===== src/hdl/cmpm_pkg.sv =====
`timescale 1ns / 1ps
// ----------------------------------------------------------------------------
// cmpm_pkg: shared definitions of the caseless multi-pattern matcher
// Sizes, operation codes, the queue entry and stage records, and the
// ASCII case folding helpers.
// ----------------------------------------------------------------------------
package cmpm_pkg;

  localparam int NUM_PATTERNS    = 4;
  localparam int MAX_PATTERN_LEN = 64;

  localparam int OP_W    = 2;
  localparam int DATA_W  = 16;
  localparam int SLOT_W  = 2;
  localparam int LEN_W   = 7;
  localparam int POS_W   = (MAX_PATTERN_LEN > 1) ? $clog2(MAX_PATTERN_LEN) : 1;
  localparam int COUNT_W = 32;

  localparam logic [COUNT_W-1:0] SCAN_LIMIT_RESET = 32'd10485760;

  localparam int QUEUE_DEPTH = 2;
  localparam int QPTR_W      = (QUEUE_DEPTH > 1) ? $clog2(QUEUE_DEPTH) : 1;
  localparam int QCNT_W      = $clog2(QUEUE_DEPTH + 1);

  localparam logic [7:0] CHAR_UPPER_A = 8'h41;
  localparam logic [7:0] CHAR_UPPER_Z = 8'h5A;
  localparam logic [7:0] CASE_OFFSET  = 8'h20;

  typedef enum logic [OP_W-1:0] {
    OP_SCAN     = 2'd0,
    OP_WRITE    = 2'd1,
    OP_LENGTH   = 2'd2,
    OP_RESERVED = 2'd3
  } op_t;

  typedef enum logic [1:0] {
    K_NOP,
    K_SCAN,
    K_WRITE,
    K_LENGTH
  } kind_t;

  // One classified item as it waits in the queue.
  typedef struct packed {
    kind_t             kind;
    logic [SLOT_W-1:0] slot;
    logic [POS_W-1:0]  pos;
    logic [LEN_W-1:0]  len;
    logic              wide;
    logic              last;
    logic [7:0]        scan_byte;
    logic [7:0]        key_narrow;
    logic [15:0]       key_wide;
  } entry_t;

  // Compare results handed from the compare stage to the tracking stage.
  typedef struct packed {
    kind_t                                          kind;
    logic [SLOT_W-1:0]                              slot;
    logic                                           last;
    logic [NUM_PATTERNS-1:0]                        adv;
    logic [NUM_PATTERNS-1:0][MAX_PATTERN_LEN-1:0]   mask;
    logic [NUM_PATTERNS-1:0][POS_W-1:0]             hit_pos;
  } stage_t;

  function automatic logic [7:0] fold8(logic [7:0] v);
    logic [7:0] r;
    r = v;
    if (v >= CHAR_UPPER_A && v <= CHAR_UPPER_Z) begin
      r = v + CASE_OFFSET;
    end
    return r;
  endfunction

  function automatic logic [15:0] fold16(logic [15:0] v);
    logic [15:0] r;
    r = v;
    if (v >= {8'h00, CHAR_UPPER_A} && v <= {8'h00, CHAR_UPPER_Z}) begin
      r = v + {8'h00, CASE_OFFSET};
    end
    return r;
  endfunction

endpackage


===== src/hdl/cmpm_front.sv =====
`timescale 1ns / 1ps
// ----------------------------------------------------------------------------
// cmpm_front: input acceptance and classification
// Decodes each item, drops out-of-range writes, saturates lengths and
// precomputes folded character keys before the item enters the queue.
// ----------------------------------------------------------------------------
module cmpm_front (
  input  logic                           in_valid,
  output logic                           in_ready,
  input  logic [cmpm_pkg::OP_W-1:0]      operation,
  input  logic [cmpm_pkg::DATA_W-1:0]    data_value,
  input  logic [cmpm_pkg::SLOT_W-1:0]    pattern_slot,
  input  logic [cmpm_pkg::LEN_W-1:0]     char_position,
  input  logic                           wide_chars,
  input  logic                           region_last,
  input  logic                           queue_full,
  output logic                           push,
  output cmpm_pkg::entry_t               push_entry
);

  logic slot_ok;
  logic pos_ok;

  assign in_ready = !queue_full;
  assign push     = in_valid && in_ready;

  assign slot_ok = int'(pattern_slot) < cmpm_pkg::NUM_PATTERNS;
  assign pos_ok  = int'(char_position) < cmpm_pkg::MAX_PATTERN_LEN;

  always_comb begin
    push_entry            = '0;
    push_entry.slot       = pattern_slot;
    push_entry.pos        = cmpm_pkg::POS_W'(char_position);
    push_entry.wide       = wide_chars;
    push_entry.last       = region_last;
    push_entry.scan_byte  = data_value[7:0];
    push_entry.key_narrow = cmpm_pkg::fold8(data_value[7:0]);
    push_entry.key_wide   = cmpm_pkg::fold16(data_value);
    if (int'(char_position) > cmpm_pkg::MAX_PATTERN_LEN) begin
      push_entry.len = cmpm_pkg::LEN_W'(cmpm_pkg::MAX_PATTERN_LEN);
    end else begin
      push_entry.len = char_position;
    end
    case (cmpm_pkg::op_t'(operation))
      cmpm_pkg::OP_SCAN: begin
        push_entry.kind = cmpm_pkg::K_SCAN;
      end
      cmpm_pkg::OP_WRITE: begin
        push_entry.kind = (slot_ok && pos_ok) ? cmpm_pkg::K_WRITE : cmpm_pkg::K_NOP;
      end
      cmpm_pkg::OP_LENGTH: begin
        push_entry.kind = slot_ok ? cmpm_pkg::K_LENGTH : cmpm_pkg::K_NOP;
      end
      default: begin
        push_entry.kind = cmpm_pkg::K_NOP;
      end
    endcase
  end

endmodule


===== config.mk =====
export PLATFORM = sky130hd
export DESIGN_NAME = cmpm_front
export DESIGN_NICKNAME = d
export VERILOG_FILES = /design/src/hdl/cmpm_pkg.sv /design/src/hdl/cmpm_front.sv
export SDC_FILE = /design/constraint.sdc
export NUM_CORES = 1
export LEC_CHECK = 0
export BUFFER_PORTS_ARGS = -buffer_cell sky130_fd_sc_hd__buf_2
export CELL_PAD_IN_SITES_DETAIL_PLACEMENT = 0
export CELL_PAD_IN_SITES_GLOBAL_PLACEMENT = 1
export CORE_MARGIN = 8
export CORE_UTILIZATION = 17
export DETAILED_ROUTE_END_ITERATION = 8
export PLACE_DENSITY = 0.89
export REMOVE_ABC_BUFFERS = 1
export SYNTH_ARGS = -nofsm -noshare
export SYNTH_HDL_FRONTEND = slang
export SYNTH_SLANG_ARGS = --single-unit

===== constraint.sdc =====
create_clock -name vclk -period 2.78
set_input_delay 0.556 -clock vclk [all_inputs]
set_output_delay 0.556 -clock vclk [all_outputs]
set_load 0.02 [all_outputs]

Yosys cells after proc, flatten, opt, wreduce, memory -nomap -nowiden
Index checks and enable logic that the tools add are counted.
Storage, ports and cells
  register bits after elaboration: 0
  logic and storage cells: 20
  output and inout bits: 53
  input bits: 31
Operators by class
  equality and inequality tests: 2
  reductions and logical operators: 5
  add/subtract/negate cells: 2
  magnitude comparators: 6
  mux-type cells: 5
Operator list (number)
  $add A16 B6 Y16 const B: 1
  $ge A16 B7 Y1 const B: 1
  $le A16 B7 Y1 const B: 1
  $mux W16: 1
  $add A8 B6 Y8 const B: 1
  $ge A8 B7 Y1 const B: 1
  $le A8 B7 Y1 const B: 1
  $mux W8: 1
  $gt A7 B7 Y1 const B: 1
  $lt A7 B7 Y1 const B: 1
  $mux W7: 1
  $pmux W2 S3: 1
  $logic_and A1 B1 Y1: 3
  $eq A2 B1 Y1 const B: 1
  $eq A2 B2 Y1 const B: 1
  $logic_not A2 Y1: 1
  $mux W2: 1
  $logic_not A1 Y1: 1

Depth between registers and ports, before layout
Gate-level depths: netlist (run 1).
  word-level depth: 3
  gate-level depth with buffers: 5
  depth with buffers taken out: 5

Worst setup path after synthesis (run 1)
OpenSTA, ideal clock, no wires.
  path kind: in2out
  from: in data_value[7] (netlist bit)
  to: out push_entry[6] (netlist bit)
  path slack: 627 ps
  stages on the path: 4
  arrival time: 1597 ps
  buffers on the path: 0
  required time: 2224 ps
  cell sequence: nor4_1 > o2bb2ai_1 > a211oi_2 > a21boi_0
RTL lines
  start: declaration: line cmpm_front.sv:11  | input logic [cmpm_pkg::DATA_W-1:0] data_value,
  end: declaration: line cmpm_front.sv:18  | output cmpm_pkg::entry_t push_entry

==> results.json, run 1 <==
{
  "status": "completed",
  "timing_worst_setup_path_type": "in -> out",
  "register_area_um2": 0,
  "min_period_ps": 2285,
  "syn_to_final_growth_pct": 35.26,
  "synth_adder_area_share_pct": 5.038,
  "wl_per_cell_um": 13.10,
  "synth_top_family_by_area": "buffers and inverters",
  "yosysWarnings": 0,
  "dieWidth_um": 70.06,
  "power_frac_clock_pct": 0,
  "dp_hpwl_mm": 1.760,
  "postCtsSetupBuffers": 0,
  "wl_mm": 1.873,
  "drtPass1Iterations": 4,
  "synth_simple_gate_area_share_pct": 23.68,
  "hold_viol": 0,
  "cp-end-kind": "primary output",
  "p_int_uw": 50.14,
  "critPathMaxFanout": 7,
  "cts.repair.resized": 0,
  "track_usage_pct": 6.433,
  "ant_nets": 0,
  "cap_violations": 0,
  "cts_hold_buffers": 0,
  "synth_compound_area_share_pct": 17.38,
  "syn_avg_cell_area_um2": 6.804,
  "hp-start": "region_last",
  "post-route-drc-count": 0,
  "numPortBuffers": 76,
  "p_seq_share_pct": 0,
  "n_antenna_cell": 0,
  "layout.cells.non_filler": 143,
  "yosysSeqAreaShare_pct": 0,
  "slowest_delay_ps": 310,
  "p_comb_share_pct": 100.0,
  "mappedNetlistArea_um2": 496.7,
  "min_to": "push_entry[32]",
  "cp_common_cell": "buf_2",
  "route.vias.total": 616,
  "grt_pass1_vias": 733,
  "max-slew-margin-rel_pct": 80.60,
  "synth_xor_area_share_pct": 1.763,
  "fmax_mhz": 437.6,
  "min_path_cells": 0,
  "hp-class": "in -> out",
  "p_leak_uw": 0.0004098,
  "ir_drop_uv": 75.35,
  "synth_cell_types": 21,
  "fp.dieH_um": 70.06,
  "drive_gt1_share_pct": 70.54,
  "critPathRequiredTime_ps": 2220,
  "num_io_pins": 84,
  "clkbuf_count": 0,
  "netlist_instances": 73,
  "synth_top_area_share_pct": 42.32,
  "crit_chain": "buf_2, inv_1, ha_1, nand4_1, a211oi_2, xnor2_1, buf_2",
  "cp-start-kind": "primary input",
  "viasPerCell": 4.308,
  "start_util_pct": 18.01,
  "final_util_pct": 24.36,
  "worstMarginPinSlew_ps": 288.3,
  "finalHoldWorstSlack_ps": 1112,
  "fp.dieArea_mm2": 0.004908,
  "seq_cells": 0,
  "num-nets-final": 147,
  "grt.overflow.total": 0,
  "switchingPower_uw": 90.42,
  "drt_iter0_drc": 1,
  "synth.area.top_cells": "buf_4, nor2b_1, clkbuf_1",
  "synth_top_cell_by_area": "buf_4",
  "core_mm2": 0.002758,
  "dp_cells": 143,
  "maxSlewViolCount": 0,
  "grt_max_degree": 9,
  "grt_pass1_wl_mm": 2.877,
  "p_per_area_mw_per_mm2": 209.2,
  "setup_violations": 0,
  "swShare_pct": 64.33,
  "grt_setup_unrepaired": "no",
  "antenna_found_initial": 0,
  "synth.cells.most_frequent": "buf_4, clkbuf_1, nor2b_1",
  "routabilityCongestion": 0.7381,
  "rows": 19,
  "synth_most_common_cell": "buf_4",
  "worstPathArrival_ps": 1730,
  "period_share_pct": 82.20,
  "fin_tns_setup_ps": 0,
  "crit_slowest_cell": "a211oi_2",
  "synthMuxAreaShare_pct": 0
}
## worst max-delay path: cells and delay by family
family,cells,cell delay [ps]
AOI/OAI and AO/OA,1,310
buffers and inverters,3,450
and+or+nand+nor,1,100
xor gates and xnor gates,1,160
adders and majority gates,1,160
## per-stage QoR
stage | area, um2 | total power (uW) | setup WS (ps)
finish | 671.9 | 140.6 | 494.8
CTS | 671.9 | 143.0 | 461.2
floorplan | 252.7 | 37.74 | 627.5
detailed placement | 671.9 | 142.6 | 461.0
global route | 671.9 | 151.2 | 343.1
global placement | 671.9 | 142.7 | 477.1
## final cells by class
type | count | area, um2
Fill cell | 314 | 2086
Timing Repair Buffer | 76 | 380.4
Multi-Input combinational cell | 32 | 237.7
Tap cell | 31 | 38.79
Inverter | 4 | 15.01
## how the worst max path moves through the flow
stage                   from             to  slack [ps]  cells after the start
3_3_place_gp   data_value[0]  push_entry[5]         480                      6
6_report       data_value[5]  push_entry[5]         490                      7
2_1_floorplan  data_value[7]  push_entry[6]         630                      4
4_1_cts        data_value[0]  push_entry[5]         460                      6
5_1_grt        data_value[5]  push_entry[5]         340                      7
3_5_place_dp   data_value[0]  push_entry[5]         460                      6
## cell usage in the layout, fill, tap and decap left out
cell | Yosys | final
nor3_1 | 2 | 2
buf_2 | 0 | 76
a21o_1 | 2 | 2
a21o_2 | 1 | 1
a21oi_1 | 1 | 1
nand4b_1 | 1 | 1
o311ai_2 | 1 | 1
nand4_1 | 1 | 1
o2bb2ai_1 | 1 | 1
a211oi_2 | 1 | 1
nor4_1 | 3 | 3
a21boi_0 | 2 | 2
nor2b_1 | 7 | 7
nand2_1 | 3 | 3
or2_1 | 1 | 1
xnor2_1 | 1 | 1
ha_1 | 2 | 2
o21ai_0 | 1 | 1
inv_1 | 4 | 4
and4bb_1 | 1 | 1
## power by group through the flow
stage / registers [uW] / clock network [uW] / logic, uW
after floorplan: 0 / 0 / 37.7
after global placement: 0 / 0 / 143
after detailed placement: 0 / 0 / 143
after CTS: 0 / 0 / 143
after global routing: 0 / 0 / 151
final: 0 / 0 / 141
## kinds of logic (layout without fill, tap and decap cells)
kind of cell    count (synthesis)  after routing
buf+inv                        41             80
fa+ha+maj                       2              2
simple gates                   19             19
compound gates                 10             10
xor+xnor                        1              1
## metal layers
layer | GRT usage, % | routed length [um]
met2 | 11.27 | 728
met4 | 0 | 0
met3 | 6.356 | 441
met1 | 5.436 | 703
met5 | 0 | 0
(Power assumes the default switching activity.)
==> run 2: changes to the inputs <==
--- a/config.mk
+++ b/config.mk
@@ -5,13 +5,14 @@
 export SDC_FILE = /design/constraint.sdc
 export NUM_CORES = 1
 export LEC_CHECK = 0
+export ABC_AREA = 1
 export BUFFER_PORTS_ARGS = -buffer_cell sky130_fd_sc_hd__buf_2
 export CELL_PAD_IN_SITES_DETAIL_PLACEMENT = 0
 export CELL_PAD_IN_SITES_GLOBAL_PLACEMENT = 1
 export CORE_MARGIN = 8
 export CORE_UTILIZATION = 17
 export DETAILED_ROUTE_END_ITERATION = 8
-export PLACE_DENSITY = 0.89
+export PLACE_DENSITY = 0.83
 export REMOVE_ABC_BUFFERS = 1
 export SYNTH_ARGS = -nofsm -noshare
 export SYNTH_HDL_FRONTEND = slang
==> constraint.sdc (replaced) <==
create_clock -name vclk -period 2.3
set_input_delay 0.46 -clock vclk [all_inputs]
set_output_delay 0.46 -clock vclk [all_outputs]
set_load 0.02 [all_outputs]
==> run 2 against run 1 <==
Clock-buffer cell count unchanged. Global-route usage shrank 0.18 points. Utilization fell by 0.86 points. Combinational power rose by 32%. Cell area up 17%.
==> results.json, run 2 <==
{
  "synth.cells.most_frequent": "buf_4, nor2_1, nand2_1",
  "n_antenna_cell": 0,
  "synth_top_area_share_pct": 35.59,
  "core_mm2": 0.003337,
  "min_period_ps": 1885,
  "num_io_pins": 84,
  "cp-end-kind": "primary output",
  "drive_gt1_share_pct": 58.11,
  "rows": 21,
  "synth.area.top_cells": "buf_4, nor2_1, nand2_1",
  "worstMarginPinSlew_ps": 224.0,
  "cts_hold_buffers": 0,
  "route.vias.total": 753,
  "fill_cells": 396,
  "ir_drop_uv": 62.56,
  "dieWidth_um": 74.94,
  "crit_slowest_cell": "buf_2",
  "num-nets-final": 183,
  "timing_worst_setup_path_type": "in -> out",
  "p_per_area_mw_per_mm2": 236.7,
  "synthMuxAreaShare_pct": 0,
  "register_area_um2": 0,
  "synth_simple_gate_area_share_pct": 39.83,
  "layout_commonest_cell": "buf_2",
  "synth_xor_area_share_pct": 0,
  "period_share_pct": 81.94,
  "grt_pass1_vias": 681,
  "synth_most_common_cell": "buf_4",
  "netlist_instances": 109,
  "synth_adder_area_share_pct": 4.237,
  "synth_cell_types": 15,
  "synth_compound_area_share_pct": 7.627,
  "fp.dieH_um": 74.94,
  "ant_nets": 0,
  "cp-start-kind": "primary input",
  "cp_common_cell": "nand2_1",
  "start_util_pct": 17.70,
  "hp-class": "in -> out",
  "yosysWarnings": 0,
  "crit_family": "simple AND/OR/NAND/NOR gates",
  "finalHoldWorstSlack_ps": 920.1,
  "track_usage_pct": 6.253,
  "grt.overflow.total": 0,
  "viasPerCell": 3.881,
  "fin_tns_setup_ps": 0,
  "routabilityCongestion": 0.7058,
  "maxSlewViolCount": 0,
  "grt_pass1_wl_mm": 2.946,
  "crit_chain": "buf_2, inv_2, nand2_1, a21oi_1, nand2_2, nand3_2, nand2_1, nand2_1, buf_2",
  "synth_top_family_by_area": "buffers and inverters",
  "postCtsSetupBuffers": 0,
  "mappedNetlistArea_um2": 590.6,
  "syn_avg_cell_area_um2": 5.418,
  "synth_top_cell_by_area": "buf_4",
  "fp.dieArea_mm2": 0.005616,
  "seq_cells": 0,
  "dp_cells": 194,
  "cts.repair.resized": 0,
  "max-slew-margin-rel_pct": 85.05,
  "post-route-drc-count": 0,
  "drtPass1Iterations": 4,
  "grt_max_degree": 9,
  "layout.cells.non_filler": 194,
  "antenna_found_initial": 0,
  "critPathMaxFanout": 6,
  "drt_iter0_drc": 8,
  "clkbuf_count": 0,
  "slowest_delay_ps": 170,
  "worstPathArrival_ps": 1420,
  "p_leak_uw": 0.0004939,
  "final_cell_mix": "buf_2, nor2_1, nand2_1",
  "status": "completed",
  "setup_violations": 0,
  "grt_setup_unrepaired": "no",
  "yosysSeqAreaShare_pct": 0,
  "total_power_uw": 185.7,
  "hold_viol": 0,
  "wl_per_cell_um": 10.52,
  "critPathRequiredTime_ps": 1840,
  "wl_mm": 2.040,
  "cp_num_buf_inv": 3,
  "dp_hpwl_mm": 1.887,
  "numPortBuffers": 76,
  "cap_violations": 0,
  "fmax_mhz": 530.6,
  "syn_to_final_growth_pct": 32.84
}
-- run 2: changes by cell type after synthesis, moves of 3 or more --
cell	delta
nor2_1	+20
nor4_1	-3
inv_1	+4
nand3_1	+3
nand2_1	+13
nand2_2	+5
nand4_1	+4
nor2b_1	-7
-- run 2: metal layers --
metal | track usage (%) | part of all wire, % | vias to the layer above
met5 | 0 | 0 | -
met4 | 0 | 0 | 0
met3 | 1.598 | 22 | 0
met2 | 10.84 | 35 | 72
met1 | 7.925 | 43 | 297
li1 | - | - | 384
-- run 2: layout make-up --
cell class / count / area [um2] / share of cell area [%]
inverter: 11 / 41.29 / 5.263
multi-input combinational: 61 / 305.3 / 38.92
tap: 46 / 57.56 / 7.337
timing repair buffer: 76 / 380.4 / 48.48
-- run 2: path summary, 6_finish.rpt --
check | startpoint | end | slack, ps | depth (start not counted)
min | region_last | push_entry[32] | 920 | 0
max | data_value[5] | push_entry[6] | 420 | 9
-- run 2: cells by family after synthesis --
| family | Yosys count |
|---|---|
| adder cells (fa/ha/maj) | 2 |
| AND/OR/NAND/NOR | 52 |
| AO/OA/AOI/OAI | 7 |
| buffers and inverters | 48 |
-- run 2: power breakdown --
group          internal [uW]  total [uW]  leakage [uW]  switching (uW)
clock                      0           0             0               0
sequential                 0           0             0               0
combinational           62.8         186      0.000494             123
-- run 2: metrics by stage --
step / setup slack (ps) / util [%] / cell area, um2
2_1_floorplan: 602.1 / - / 346.6
3_3_place_gp: 422.0 / 23.51 / 784.5
3_5_place_dp: 420.4 / 23.51 / 784.5
4_1_cts: 419.6 / 23.51 / 784.5
5_1_grt: 277.1 / 23.51 / 784.5
6_report: 415.4 / 23.51 / 784.5
==> run 3: changes to the inputs <==
==> constraint.sdc (replaced) <==
create_clock -name vclk -period 1.89
set_input_delay 0.378 -clock vclk [all_inputs]
set_output_delay 0.378 -clock vclk [all_outputs]
set_load 0.02 [all_outputs]
==> run 3 against run 2 <==
Clock-buffer cell count unchanged. Total power up 22%. Critical path depth unchanged. Flip-flop and latch count unchanged. Hold slack worse by 160 ps. First-iteration DRC count down 25%. Die area unchanged. Largest power group unchanged. Highest routed layer unchanged.
==> results.json, run 3 (synthesized netlist as in run 2, its figures left out) <==
{
  "status": "completed",
  "grt_pass1_wl_mm": 2.891,
  "fmax_mhz": 582.4,
  "syn_to_final_growth_pct": 32.84,
  "grt.overflow.total": 0,
  "drt_iter0_drc": 6,
  "n_antenna_cell": 0,
  "core_mm2": 0.003337,
  "cap_violations": 0,
  "wl_mm": 2.047,
  "track_usage_pct": 6.117,
  "num_io_pins": 84,
  "p_leak_uw": 0.0004939,
  "fp.dieArea_mm2": 0.005616,
  "critPathRequiredTime_ps": 1510,
  "multi_input_area_um2": 305.3,
  "antenna_found_initial": 0,
  "drtPass1Iterations": 4,
  "fin_tns_setup_ps": 0,
  "cts.repair.resized": 0,
  "dp_hpwl_mm": 1.878,
  "rows": 21,
  "cp-start-kind": "primary input",
  "ant_nets": 0,
  "finalHoldWorstSlack_ps": 756.1,
  "route.vias.total": 753,
  "maxSlewViolCount": 0,
  "setup_violations": 0,
  "layout_commonest_cell": "buf_2",
  "crit_slowest_cell": "buf_2",
  "final_cell_mix": "buf_2, nor2_1, nand2_1",
  "post-route-drc-count": 0,
  "seq_cells": 0,
  "cp-end-kind": "primary output",
  "worstPathArrival_ps": 1340,
  "dieWidth_um": 74.94,
  "fp.dieH_um": 74.94,
  "critPathMaxFanout": 6,
  "grt_max_degree": 9,
  "min_path_cells": 0,
  "num-nets-final": 183,
  "cts_hold_buffers": 0,
  "hp-class": "in -> out",
  "register_area_um2": 0,
  "timing_worst_setup_path_type": "in -> out",
  "drive_gt1_share_pct": 58.11,
  "max-slew-margin-rel_pct": 84.89,
  "p_per_area_mw_per_mm2": 287.7,
  "total_power_uw": 225.7,
  "start_util_pct": 17.70,
  "slowest_delay_ps": 180,
  "grt_pass1_vias": 683,
  "ir_drop_uv": 78.17,
  "numPortBuffers": 76,
  "viasPerCell": 3.881,
  "clkbuf_count": 0,
  "wl_per_cell_um": 10.55,
  "routabilityCongestion": 0.7066,
  "period_share_pct": 90.85,
  "crit_chain": "buf_2, inv_2, nand2_1, a21oi_1, nand2_2, nand2_2, nor2_1, nor2_1, buf_2",
  "min_period_ps": 1717,
  "fill_cells": 395,
  "postCtsSetupBuffers": 0,
  "grt_setup_unrepaired": "no",
  "hold_viol": 0,
  "worstMarginPinSlew_ps": 226.4
}
run 3: cell counts in the layout (fill, tap and decap cells not counted):
Identical to the previous run, type by type.
run 3: stage by stage:
stage	setup slack (ps)	util [%]	cell area [um2]	cells
finish	173.0	23.51	784.5	194
detailed placement	176.4	23.51	784.5	194
global route	14.99	23.51	784.5	194
global placement	175.8	23.51	784.5	194
floorplan	356.1	-	346.6	72
CTS	170.3	23.51	784.5	194
run 3: worst paths after layout:
path	from	endpoint	slack, ps
min	region_last	push_entry[32]	760
max	data_value[5]	push_entry[22]	170
run 3: final cells by class:
class | count | share of cell area, %
multi-input combinational | 61 | 38.92
inverter | 11 | 5.263
tap | 46 | 7.337
timing repair buffer | 76 | 48.48
run 3: power breakdown:
group          switching, uW  internal [uW]  total (uW)
clock                      0              0           0
combinational            149           76.4         226
sequential                 0              0           0
run 3: worst max-delay path: cells and delay by family:
kind,cells,cell delay (ps)
AND/OR/NAND/NOR,5,390
buffers and inverters,3,410
AO/OA/AOI/OAI,1,160
run 3: routing by layer:
layer	GRT usage, %	vias up	part of all wire (%)	wire [um]
met5	0	-	0	0
met4	0	0	0	0
met3	1.997	0	21	437
met2	10.56	70	35	709
met1	7.547	299	44	900
li1	-	384	-	-
