===== src/hdl/cmpm_pkg.sv =====
`timescale 1ns / 1ps
// ----------------------------------------------------------------------------
// cmpm_pkg: shared definitions of the caseless multi-pattern matcher
// Sizes, operation codes, the queue entry and stage records, and the
// ASCII case folding helpers.
// ----------------------------------------------------------------------------
package cmpm_pkg;

  localparam int NUM_PATTERNS    = 4;
  localparam int MAX_PATTERN_LEN = 64;

  localparam int OP_W    = 2;
  localparam int DATA_W  = 16;
  localparam int SLOT_W  = 2;
  localparam int LEN_W   = 7;
  localparam int POS_W   = (MAX_PATTERN_LEN > 1) ? $clog2(MAX_PATTERN_LEN) : 1;
  localparam int COUNT_W = 32;

  localparam logic [COUNT_W-1:0] SCAN_LIMIT_RESET = 32'd10485760;

  localparam int QUEUE_DEPTH = 2;
  localparam int QPTR_W      = (QUEUE_DEPTH > 1) ? $clog2(QUEUE_DEPTH) : 1;
  localparam int QCNT_W      = $clog2(QUEUE_DEPTH + 1);

  localparam logic [7:0] CHAR_UPPER_A = 8'h41;
  localparam logic [7:0] CHAR_UPPER_Z = 8'h5A;
  localparam logic [7:0] CASE_OFFSET  = 8'h20;

  typedef enum logic [OP_W-1:0] {
    OP_SCAN     = 2'd0,
    OP_WRITE    = 2'd1,
    OP_LENGTH   = 2'd2,
    OP_RESERVED = 2'd3
  } op_t;

  typedef enum logic [1:0] {
    K_NOP,
    K_SCAN,
    K_WRITE,
    K_LENGTH
  } kind_t;

  // One classified item as it waits in the queue.
  typedef struct packed {
    kind_t             kind;
    logic [SLOT_W-1:0] slot;
    logic [POS_W-1:0]  pos;
    logic [LEN_W-1:0]  len;
    logic              wide;
    logic              last;
    logic [7:0]        scan_byte;
    logic [7:0]        key_narrow;
    logic [15:0]       key_wide;
  } entry_t;

  // Compare results handed from the compare stage to the tracking stage.
  typedef struct packed {
    kind_t                                          kind;
    logic [SLOT_W-1:0]                              slot;
    logic                                           last;
    logic [NUM_PATTERNS-1:0]                        adv;
    logic [NUM_PATTERNS-1:0][MAX_PATTERN_LEN-1:0]   mask;
    logic [NUM_PATTERNS-1:0][POS_W-1:0]             hit_pos;
  } stage_t;

  function automatic logic [7:0] fold8(logic [7:0] v);
    logic [7:0] r;
    r = v;
    if (v >= CHAR_UPPER_A && v <= CHAR_UPPER_Z) begin
      r = v + CASE_OFFSET;
    end
    return r;
  endfunction

  function automatic logic [15:0] fold16(logic [15:0] v);
    logic [15:0] r;
    r = v;
    if (v >= {8'h00, CHAR_UPPER_A} && v <= {8'h00, CHAR_UPPER_Z}) begin
      r = v + {8'h00, CASE_OFFSET};
    end
    return r;
  endfunction

endpackage


===== src/hdl/cmpm_queue.sv =====
`timescale 1ns / 1ps
// ----------------------------------------------------------------------------
// cmpm_queue: short FIFO between the front and the back
// Holds classified items so that each side can stall on its own.
// ----------------------------------------------------------------------------
module cmpm_queue (
  input  logic             clk,
  input  logic             rst,
  input  logic             push,
  input  cmpm_pkg::entry_t push_entry,
  output logic             full,
  input  logic             pop,
  output logic             head_valid,
  output cmpm_pkg::entry_t head
);

  cmpm_pkg::entry_t                 slots [cmpm_pkg::QUEUE_DEPTH];
  logic [cmpm_pkg::QPTR_W-1:0]      wr_ptr;
  logic [cmpm_pkg::QPTR_W-1:0]      rd_ptr;
  logic [cmpm_pkg::QCNT_W-1:0]      count;

  function automatic logic [cmpm_pkg::QPTR_W-1:0] ptr_inc(logic [cmpm_pkg::QPTR_W-1:0] p);
    logic [cmpm_pkg::QPTR_W-1:0] r;
    if (int'(p) == cmpm_pkg::QUEUE_DEPTH - 1) begin
      r = '0;
    end else begin
      r = p + 1'b1;
    end
    return r;
  endfunction

  assign full       = count == cmpm_pkg::QCNT_W'(cmpm_pkg::QUEUE_DEPTH);
  assign head_valid = count != '0;
  assign head       = slots[rd_ptr];

  always_ff @(posedge clk) begin
    if (rst) begin
      wr_ptr <= '0;
      rd_ptr <= '0;
      count  <= '0;
    end else begin
      if (push) begin
        wr_ptr <= ptr_inc(wr_ptr);
      end
      if (pop) begin
        rd_ptr <= ptr_inc(rd_ptr);
      end
      case ({push, pop})
        2'b10:   count <= count + 1'b1;
        2'b01:   count <= count - 1'b1;
        default: count <= count;
      endcase
    end
  end

  always_ff @(posedge clk) begin
    if (push) begin
      slots[wr_ptr] <= push_entry;
    end
  end

endmodule


===== config.mk =====
export PLATFORM = sky130hd
export DESIGN_NAME = cmpm_queue
export DESIGN_NICKNAME = d
export VERILOG_FILES = /design/src/hdl/cmpm_pkg.sv /design/src/hdl/cmpm_queue.sv
export SDC_FILE = /design/constraint.sdc
export NUM_CORES = 1
export LEC_CHECK = 0
export ABC_CLOCK_PERIOD_IN_PS = 8700
export BUFFER_PORTS_ARGS = -buffer_cell sky130_fd_sc_hd__clkbuf_2
export CORE_MARGIN = 1
export CORE_UTILIZATION = 45
export DETAILED_ROUTE_END_ITERATION = 10
export MAX_ROUTING_LAYER = met4
export PLACE_DENSITY = 0.7
export SLEW_MARGIN = 30
export SYNTH_ARGS = -nofsm -noshare
export SYNTH_HDL_FRONTEND = slang
export SYNTH_SLANG_ARGS = --single-unit

===== constraint.sdc =====
create_clock -name clk -period 8.7 [get_ports clk]
set_clock_uncertainty 0.2 [all_clocks]
set_input_delay 0.435 -clock clk [delete_from_list [all_inputs] [get_ports clk]]
set_output_delay 0.435 -clock clk [all_outputs]
set_load 0.02 [all_outputs]

======== After elaboration in Yosys (flattened, before gate mapping) ========
Memories as Yosys holds them, arrays and structs flattened. A register that Yosys moved wholly into a read port is not among the register bits.
Cells that the tools add are included.
operators by class
  add/subtract/negate cells ............... 4
  eq/ne operators ......................... 3
  multiplexer cells ....................... 7
  reduce and logical (&&, ||, !) cells .... 2
operators by type and width
  cell                   number
  $mux W1                6
  $eq A2 B2 Y1 const B   2
  $pmux W2 S2            1
  $reduce_bool A2 Y1     2
  $add A1 B1 Y1 const B  2
  $add A2 B1 Y2 const B  1
  $eq A2 B1 Y1 const B   1
  $sub A2 B1 Y2 const B  1
word-level totals
  flip-flop bits (word level) ............. 4
  bits in writable memories ............... 102
  input port bits ......................... 55
  logic and storage cells ................. 20
  memories kept ........................... 1
memories
  memory  depth  bits a word  read ports  clocked after memory_dff  wr ports  RTL line          text
  slots   2      51           1           1                         1         cmpm_queue.sv:17  cmpm_pkg::entry_t slots [cmpm_pkg::QUEUE_DEPTH];

======== Depth between registers and ports, before layout ========
Gate-level depths: netlist of the first run.
  depth in word-level cells ............... 4
  mapped depth ............................ 5
  gate-level depth less buffers ........... 5

======== Worst setup path after synthesis of the first run ========
Ideal clock, no wire load.
  kind .................................... input -> register
  from .................................... input port push
  to ...................................... memory slots[0][0] in the netlist's numbering, enable pin
  data arrival time ....................... 2.634 ns
  path slack .............................. 5.405 ns
  cell stages on the path ................. 2
  buffers on the path ..................... 0
  cell sequence ........................... inv_1 > nor2_1
between the ends
  cells in the longest elaborated chain, start to end .. 2
ends and longest elaborated chain
  item                           RTL line          text
  from (decl)                    cmpm_queue.sv:9   input logic push,
  $mux W1                        cmpm_queue.sv:57  if (push) begin
  $mux W1 (implied by the code)  cmpm_queue.sv:58  slots[wr_ptr] <= push_entry;
  to (decl)                      cmpm_queue.sv:17
Every way passes these cells.

==> results.toml, run 1 <==
[timing]
fin_setup_tns_ps = 0
period_share = 0.307
hold_fails_final_rpt = 0
max_slew_margin = 0.481
final-max-slew-violation-count = 0
worst_slew_pin_slew_ps = 776
fin_crit_ps = 2670
max_freq_ghz = 0.375
layout_setup_ws_ps = 6030
finalSetupViolations = 0
rsz0062_at_grt = "no"

[global_route]
overflow = 0
grt_pass1_wl_um = 9490
grt_pass1_vias = 1985
gr-usage-all-layers = 0.149
largest_net_degree_at_the_start_of_global_routing = 32
use_met2 = 0.237
groute.layer.met3.usage = 0.0298
grt_use_met1 = 0.189
antenna_found_initial = 0
grt_most_used_layer = "met2"

[logic_synthesis]
synth-compound-area-share = 0.00258
syn_avg_cell_area_um2 = 21.4
area_of_the_mapped_netlist_um2 = 3870
number_of_storage_elements_in_the_synthesis_netlist = 107
synth_top_family_by_area = "multiplexers"
yosys.cell_types.count = 15
yosys.area_share.simple = 0.0119
ys_warn_count = 0
netlist_instances = 181
synth-adder-area-share = 0.00323
syn_nets = 237
register_area_share_after_synthesis = 0.816
synth_mux_area_frac = 0.148
yosys.area_share.xor_xnor = 0.00904

[cts]
clock_sinks = 107
post_cts.repair.setup_buffers = 0
cts_buffer_depth = 2
clkSlewWorstSetupHoldPaths_ps = 100
cts_tree = "done"
clock_latency_ps = 340
hold_buffers = 0
cts_inserted_buffers = 9
ctsHtreeMaxLevel = 3
postCtsResizedCells = 0
clockRootBuffer = "clkbuf_8"

[job]
max_cap_viol_count = 0

[cells_and_area]
final_nets = 352
area_growth_syn_to_layout_pct = 21.7
ant_diodes = 0
final_cell_mix = "clkbuf_2, edfxtp_1, mux2_2"
drive_above_1_share = 0.603
mostFrequentLayoutCell = "clkbuf_2"
fin_area_um2 = 4720

[critical_path]
cp_slowest_cell = "dfxtp_2"
cp-endpoint = "head[33]"
critical-path-max-stage-delay_ps = 640
critPathTopFamily = "flip-flops"
critical_path.cell_chain = "buf_4 -> mux2_2 -> clkbuf_2"
timing_worst_setup_path_type = "reg2out"
path_depth = 3
r2r_cells = 2
worst_r2r_endpoint = "slots[1][37]$_DFFE_PP_"
worst-r2r-setup-slack_ps = 6680
worstPathMaxFanout = 31
worstPathRequired_ps = 8070
worstSetupEndpointType = "primary output"
path_buf_inv = 2
r2r-start = "wr_ptr$_SDFFE_PP0P_"
crit_arrival_ps = 2030
worst_setup_sp_type = "flop"

[placed_design]
placement.io_buffers = 107
dp_slack_ps = 6370
dp_hpwl_um = 4140
gp_routability_congestion = 0.708
placedInstanceArea_um2 = 4540

[drt]
totalWireLength_um = 6260
avgRoutedWirePerCell_um = 15.4
drtIter0Drc = 47
drc_errors = 0
vias = 1956
drtPass1Iterations = 4
drt-vias-per-instance = 4.83
drtAntennaViolNets = 0

[outcome]
status = "completed"

[power]
cellPowerDensity_nw_per_um2 = 216
leakage_nw = 1.78
p_sw_frac = 0.252
ir_worst_vdd_mv = 0.115
clkPwrFrac = 0.263
internal_power_uw = 762
power.switching_uw = 256
power.total_mw = 1.02
power.combinational.fraction = 0.137
power.share.sequential = 0.599

[min_path]
min_from = "push_entry[38]"
hold-path-cell-count = 1
hp-class = "in2reg"

[die]
design.core.area_um2 = 8260
starting_density_of_the_core = 0.469
chipHeight_um = 94.8
floorplan.die_area_um2 = 8990
floorplan.io_pins = 108
placement_rows = 33
die_w_um = 94.8
==> how the worst min path moves through the flow <==
| stage | to | slack, ps |
|---|---|---|
| 4_1_cts | slots[0][9]$_DFFE_PP_ | 50 |
| 6_report | slots[0][38]$_DFFE_PP_ | 70 |
| 3_3_place_gp | count[1]$_SDFFE_PP0P_ | 290 |
| 2_1_floorplan | count[1]$_SDFFE_PP0P_ | 260 |
| 5_1_grt | slots[0][38]$_DFFE_PP_ | 50 |
| 3_5_place_dp | rd_ptr$_SDFFE_PP0P_ | 310 |
==> metrics by stage <==
| step | cells | hold WS [ps] | utilization |
|---|---|---|---|
| after detailed placement | 390 | 308 | 0.550 |
| after global placement | 390 | 289 | 0.550 |
| after floorplan | 181 | 256 | - |
| final | 405 | 65.9 | 0.571 |
| after global routing | 405 | 50.4 | 0.571 |
| after CTS | 405 | 52.8 | 0.571 |
==> logic make-up (layout without fill, tap and decap cells) <==
group / count (synthesis) / count (layout)
compound gates: 2 / 2
xor+xnor: 4 / 4
fa+ha+maj: 1 / 1
buf+inv: 7 / 126
flops: 107 / 107
mux: 51 / 51
simple gates: 9 / 9
==> power groups by stage <==
stage          sequential, mW  clock [mW]  combinational [mW]
5_1_grt                 0.615       0.295               0.150
4_1_cts                 0.611       0.275               0.143
3_3_place_gp            0.621           0               0.141
3_5_place_dp            0.623           0               0.142
2_1_floorplan           0.618           0              0.0942
6_report                0.611       0.268               0.140
==> layer usage <==
metal / vias up / share of wire
li1: 935 / -
met1: 942 / 0.44
met2: 69 / 0.49
met3: 10 / 0.057
met4: 0 / 0.013
met5: - / 0
==> registers in the layout, indices dropped and copies added, names as in the netlist, named ones only <==
register,flops
count,2
rd_ptr,1
slots,102
wr_ptr,1
==> cell usage after synthesis (all sizes together) <==
cell type,n,area share
xor2,1,0.0023
edfxtp,102,0.79
or3,1,0.0016
xnor2,3,0.0068
ha,1,0.0032
and2b,1,0.0023
dfxtp,5,0.026
a21oi,1,0.0013
inv,1,0.00097
and2,1,0.0016
o21ai,1,0.0013
or2,1,0.0016
nor2,5,0.0048
mux2,51,0.15
buf,6,0.0077
==> layout make-up <==
type,count,area [µm²]
tap,105,131
inverter,1,3.75
clock buffer,9,124
clock inverter,6,48.8
sequential,107,3160
timing repair buffer,110,558
multi-input combinational,67,687
fill,675,3540
==> worst reg2reg max path: stages, from the launching register on <==
cell	delay, ps
dfxtp_1	420
and2_2	550
buf_4	490
(Power assumes the default switching activity.)
==> inputs of run 2 (changes only) <==
--- a/config.mk
+++ b/config.mk
@@ -5,7 +5,7 @@
 export SDC_FILE = /design/constraint.sdc
 export NUM_CORES = 1
 export LEC_CHECK = 0
-export ABC_CLOCK_PERIOD_IN_PS = 8700
+export ABC_CLOCK_PERIOD_IN_PS = 2630
 export BUFFER_PORTS_ARGS = -buffer_cell sky130_fd_sc_hd__clkbuf_2
 export CORE_MARGIN = 1
 export CORE_UTILIZATION = 45
==> constraint.sdc (replaced) <==
create_clock -name clk -period 2.63 [get_ports clk]
set_clock_uncertainty 0.2 [all_clocks]
set_input_delay 0.1315 -clock clk [delete_from_list [all_inputs] [get_ports clk]]
set_output_delay 0.1315 -clock clk [all_outputs]
set_load 0.02 [all_outputs]
==> run 2 against run 1 <==
Hold slack improved by 220 ps. Global-route usage increased by 0.34 points. Flip-flop and latch count unchanged. Critical endpoint unchanged. Largest cell class unchanged. Clock power increased to 4.1 times the previous value. Combinational power increased to 3.9 times the previous value. Routed wire length increased by 3.2%. Highest routed layer unchanged.
==> results.toml, run 2 (synthesis results as in run 1) <==
[global_route]
grt_pass1_vias = 2137
grt_pass1_wl_um = 9590
overflow = 0
antenna_found_initial = 0
gr-usage-all-layers = 0.152
largest_net_degree_at_the_start_of_global_routing = 52

[critical_path]
cp_slowest_cell = "mux2_2"
timing_worst_setup_path_type = "reg2out"
worstSetupEndpointType = "primary output"
critical_path.cell_chain = "buf_12 -> mux2_2 -> clkbuf_2"
worstPathRequired_ps = 2300
worst_setup_sp_type = "flop"
critical-path-max-stage-delay_ps = 390
crit_arrival_ps = 1550
worstPathMaxFanout = 51

[die]
floorplan.die_area_um2 = 8990
starting_density_of_the_core = 0.469
chipHeight_um = 94.8
placement_rows = 33
design.core.area_um2 = 8260
die_w_um = 94.8
floorplan.io_pins = 108

[placed_design]
placement.io_buffers = 107
dp_hpwl_um = 3830
gp_routability_congestion = 0.701
placedInstanceArea_um2 = 4580

[cts]
cts_inserted_buffers = 9
clkSlewWorstSetupHoldPaths_ps = 100
ctsHtreeMaxLevel = 3
cts_tree = "done"
postCtsResizedCells = 0
clock_sinks = 107
cts_buffer_depth = 2
clockRootBuffer = "clkbuf_8"
clock_latency_ps = 360

[timing]
period_share = 0.714
max_slew_margin = 0.721
finalSetupViolations = 0
final-max-slew-violation-count = 0
fin_setup_tns_ps = 0
rsz0062_at_grt = "no"
hold_fails_final_rpt = 0
max_freq_ghz = 0.532
fin_crit_ps = 1880
worst_slew_pin_slew_ps = 419

[power]
leakage_nw = 2.05
cellPowerDensity_nw_per_um2 = 682
ir_worst_vdd_mv = 0.446

[cells_and_area]
final_cell_mix = "clkbuf_2, edfxtp_1, dlygate4sd3_1"
final_nets = 407
largest_reg_flops = 102
biggestRegsByFlops = "slots (102), count (2)"
area_growth_syn_to_layout_pct = 37.8
top_register = "slots"
ant_diodes = 0
fin_area_um2 = 5340
drive_above_1_share = 0.511
mostFrequentLayoutCell = "clkbuf_2"

[drt]
vias = 2158
drt-vias-per-instance = 4.68
drc_errors = 0
drtPass1Iterations = 4
totalWireLength_um = 6460
drtAntennaViolNets = 0
drtIter0Drc = 91
avgRoutedWirePerCell_um = 14.0

[min_path]
hp-class = "in2reg"

[job]
max_cap_viol_count = 0

[outcome]
status = "completed"
==> run 2: cell count changes in the layout (fill, tap and decap cells not counted), sizes merged <==
cell | previous run | this run
buf | 3 | 4
clkbuf | 116 | 117
dlygate4sd3 | 0 | 54
clkinvlp | 3 | 1
bufinv | 0 | 2
==> run 2: layout make-up <==
type | instances | area (µm²)
multi-input cells | 67 | 687
flip-flops and latches | 107 | 3160
repair buffers | 165 | 1130
well taps | 105 | 131
clock inverters | 6 | 96.3
fillers | 612 | 2920
clock buffers | 10 | 128
inverters | 1 | 3.75
==> run 2: worst paths after layout <==
| path | depth (start not counted) | from | endpoint | slack [ps] |
|---|---|---|---|---|
| worst min register to register | 2 | count[1]$_SDFFE_PP0P_ | count[1]$_SDFFE_PP0P_ | 310 |
| worst max register to register | 2 | wr_ptr$_SDFFE_PP0P_ | slots[1][31]$_DFFE_PP_ | 1120 |
| worst max-delay path | 3 | flop | head[33] | 750 |
| worst min-delay path | 2 | push_entry[15] | slots[1][15]$_DFFE_PP_ | 280 |
==> run 2: metal layers <==
metal  share of wire  vias to the layer above  global-route usage
met5               0                        -                   -
li1                -                     1044                   -
met4           0.015                        0              0.0644
met3           0.055                       11              0.0443
met2            0.51                       67               0.259
met1            0.42                     1036               0.166
==> run 2: power breakdown <==
part	internal, mW	total [mW]	switching (mW)
Combinational	0.252	0.549	0.297
Sequential	1.98	2.01	0.0261
Clock	0.548	1.09	0.538
Total	2.78	3.64	0.861
==> run 2: critical path, delay by kind of cell (launching register included) <==
family / cells / cell delay [ps]
buffers and inverters: 2 / 430
flip-flops: 1 / 350
multiplexers: 1 / 390
==> run 2: what timing repair did <==
item | CTS | global route
buffers inserted | 0 | 0
hold endpoints to repair | 107 | 0
hold buffers | 54 | 0
==> run 2: metrics by stage <==
step | instances | power [mW] | hold slack (ps) | worst slack, ps | utilization
2_1_floorplan | 181 | 2.35 | 0.566 | 344 | -
3_3_place_gp | 391 | 2.53 | 121 | 1110 | 0.554
3_5_place_dp | 391 | 2.54 | 124 | 1120 | 0.554
4_1_cts | 461 | 3.68 | 270 | 733 | 0.647
5_1_grt | 461 | 3.78 | 273 | 692 | 0.647
6_report | 461 | 3.64 | 284 | 751 | 0.647
==> inputs of run 3 (changes only) <==
--- a/config.mk
+++ b/config.mk
@@ -5,13 +5,14 @@
 export SDC_FILE = /design/constraint.sdc
 export NUM_CORES = 1
 export LEC_CHECK = 0
-export ABC_CLOCK_PERIOD_IN_PS = 2630
+export ABC_AREA = 1
+export ABC_CLOCK_PERIOD_IN_PS = 1500
 export BUFFER_PORTS_ARGS = -buffer_cell sky130_fd_sc_hd__clkbuf_2
 export CORE_MARGIN = 1
 export CORE_UTILIZATION = 45
 export DETAILED_ROUTE_END_ITERATION = 10
 export MAX_ROUTING_LAYER = met4
-export PLACE_DENSITY = 0.7
+export PLACE_DENSITY = 0.72
 export SLEW_MARGIN = 30
 export SYNTH_ARGS = -nofsm -noshare
 export SYNTH_HDL_FRONTEND = slang
==> constraint.sdc (replaced) <==
create_clock -name clk -period 1.5 [get_ports clk]
set_clock_uncertainty 0.2 [all_clocks]
set_input_delay 0.075 -clock clk [delete_from_list [all_inputs] [get_ports clk]]
set_output_delay 0.075 -clock clk [all_outputs]
set_load 0.02 [all_outputs]
==> run 3 against run 2 <==
The flow now finishes with violations (DRC, setup timing). Highest routed layer unchanged. Count of clock-buffer cells in the layout shrank 1. Core utilization shrank 0.24 points. Final area grew 6.7%. First-iteration DRC count shrank 44%.
==> results.toml, run 3 <==
[cells_and_area]
final_nets = 421
top_register = "slots"
mostFrequentLayoutCell = "edfxtp_1"
biggestRegsByFlops = "slots (102), count (2)"
seq_area_um2 = 3170
largest_reg_flops = 102
drive_above_1_share = 0.503
ant_diodes = 0
final_cell_mix = "edfxtp_1, clkbuf_2, dlygate4sd3_1"
filler_cell_count = 631
combined_area_of_the_multi_input_logic_cells_um2 = 883
area_growth_syn_to_layout_pct = 37.0
fin_area_um2 = 5700

[die]
floorplan.io_pins = 108
die_w_um = 98.2
floorplan.die_area_um2 = 9640
starting_density_of_the_core = 0.470
placement_rows = 34
design.core.area_um2 = 8850
chipHeight_um = 98.2

[min_path]
hp-class = "in2reg"
hold-path-endpoint = "slots[1][12]$_DFFE_PP_"
min_from = "push_entry[12]"
hold-path-cell-count = 2

[logic_synthesis]
synth.most_common_cell = "edfxtp_1"
synth_largest_area_cell = "edfxtp_1"
synth_enable_flop_cells = 102
number_of_storage_elements_in_the_synthesis_netlist = 107
yosys.cell_types.count = 15
synth-adder-area-share = 0.00301
area_of_the_mapped_netlist_um2 = 4160
synth-compound-area-share = 0.00241
yosys_most_used_dff = "edfxtp_1"
yosys.area_share.simple = 0.0162
syn_avg_cell_area_um2 = 21.7
yosys.area_share.xor_xnor = 0.00210
async_flop_share = 0
netlist_instances = 192
synth_mux_area_frac = 0.183
post-synth-top-area-fraction = 0.736
synth_top_family_by_area = "multiplexers"
netlist_top_cells_area = "edfxtp_1, mux2_4, buf_12"
synth.top_cells.by_count = "edfxtp_1, mux2_4, nor2_1"
ys_warn_count = 0
syn_nets = 248
register_area_share_after_synthesis = 0.760

[power]
clkPwrFrac = 0.255
cellPowerDensity_nw_per_um2 = 1090
internal_power_mw = 4.65
power.share.sequential = 0.565
p_sw_frac = 0.249
leakage_nw = 2.31
power.switching_mw = 1.54
power.combinational.fraction = 0.180
ir_worst_vdd_mv = 0.559

[timing]
finalSetupViolations = 51
max_slew_margin = 0.872
max_freq_ghz = 0.580
period_share = 1.15
rsz0062_at_grt = "yes"
layout_setup_ws_ps = -224
worst_slew_pin_slew_ps = 190
final-max-slew-violation-count = 0
fin_crit_ps = 1720
hold_fails_final_rpt = 0

[placed_design]
placement.io_buffers = 107
placedInstanceArea_um2 = 4880
dp_slack_ps = 143
dp_hpwl_um = 4350
gp_routability_congestion = 0.668

[cts]
cts_buffer_depth = 2
ctsHtreeMaxLevel = 3
cts_tree = "done"
clkSlewWorstSetupHoldPaths_ps = 110
cts_inserted_buffers = 9
clock_latency_ps = 350
clock_sinks = 107
clockRootBuffer = "clkbuf_8"

[drt]
drtAntennaViolNets = 0
vias = 2237
drt-vias-per-instance = 4.68
drtIter0Drc = 51
totalWireLength_um = 6950
drtPass1Iterations = 9
drc_errors = 5
avgRoutedWirePerCell_um = 14.5

[critical_path]
worstPathMaxFanout = 17
worstSetupEndpointType = "primary output"
worst-r2r-setup-slack_ps = 220
crit_arrival_ps = 1450
r2r_cells = 3
worstPathRequired_ps = 1220
worst_r2r_endpoint = "slots[1][21]$_DFFE_PP_"
timing_worst_setup_path_type = "reg2out"
r2r-start = "wr_ptr$_SDFFE_PP0P_"
worst_setup_sp_type = "flop"

[global_route]
overflow = 0
largest_net_degree_at_the_start_of_global_routing = 32
grt_pass1_vias = 2323
grt_pass1_wl_um = 10700
antenna_found_initial = 0
gr-usage-all-layers = 0.151

[job]
max_cap_viol_count = 0

[outcome]
status = "finished with violations"
violated_checks = "DRC, setup timing"
## run 3: changes by cell type in the layout (fill, tap and decap cells not counted), sizes merged, moves of 2 or more
cell,delta
buf,+20
bufinv,-2
clkbuf,-18
clkinv,+3
inv,+6
nand2,+6
nor2,+4
xnor2,-2
## run 3: cell families after synthesis
logic type | count (synthesis)
mux | 51
flops | 107
buf+inv | 13
fa+ha+maj | 1
compound gates | 2
xor+xnor | 1
simple gates | 17
## run 3: what timing repair did
action                                  in CTS  in global routing
hold endpoints to repair                   107                  0
setup buffers                                0                  0
resized for setup                            0                 48
endpoints found under the setup margin      51                 52
hold buffers                                54                  0
## run 3: worst max-delay path by stage
| stage | endpoint | slack [ps] | cells after the start |
|---|---|---|---|
| after floorplan | slots[1][0]$_DFFE_PP_ | -220 | 2 |
| final | head[33] | -220 | 3 |
| after CTS | head[33] | -260 | 3 |
| after global placement | head[33] | 150 | 3 |
| after detailed placement | head[33] | 140 | 3 |
| after global routing | head[33] | -290 | 3 |
## run 3: stage by stage
step,hold slack [ps],TNS [ps],std cells,power (mW),util
6_report,238,-8900,478,6.19,0.644
3_5_place_dp,68.1,0,408,4.52,0.551
3_3_place_gp,63.8,0,408,4.50,0.551
5_1_grt,228,-11900,478,6.45,0.644
4_1_cts,222,-10870,478,6.20,0.632
2_1_floorplan,-53.2,-20860,192,4.22,-
## run 3: routing by layer
metal  part of all wire  GRT usage
met5                  0          -
met4              0.014     0.0586
met3              0.048     0.0286
met2               0.53      0.272
met1               0.40      0.164
## run 3: worst max-delay path: stages (launching register included)
cell      delay, ps
dfxtp_4         400
buf_12          180
mux2_2          350
clkbuf_2        150
## run 3: cell type report
type | instances | share of cell area
flip-flops and latches | 107 | 0.556
clock buffers | 9 | 0.0217
inverters | 7 | 0.00527
repair buffers | 168 | 0.230
well taps | 108 | 0.0237
clock inverters | 7 | 0.00900
multi-input cells | 72 | 0.155
## run 3: power groups by stage
stage,Sequential (mW),Clock [mW],Combinational [mW]
final,3.50,1.58,1.11
after global routing,3.51,1.76,1.18
after detailed placement,3.57,0,0.953
after CTS,3.50,1.64,1.07
after floorplan,3.55,0,0.673
after global placement,3.56,0,0.941
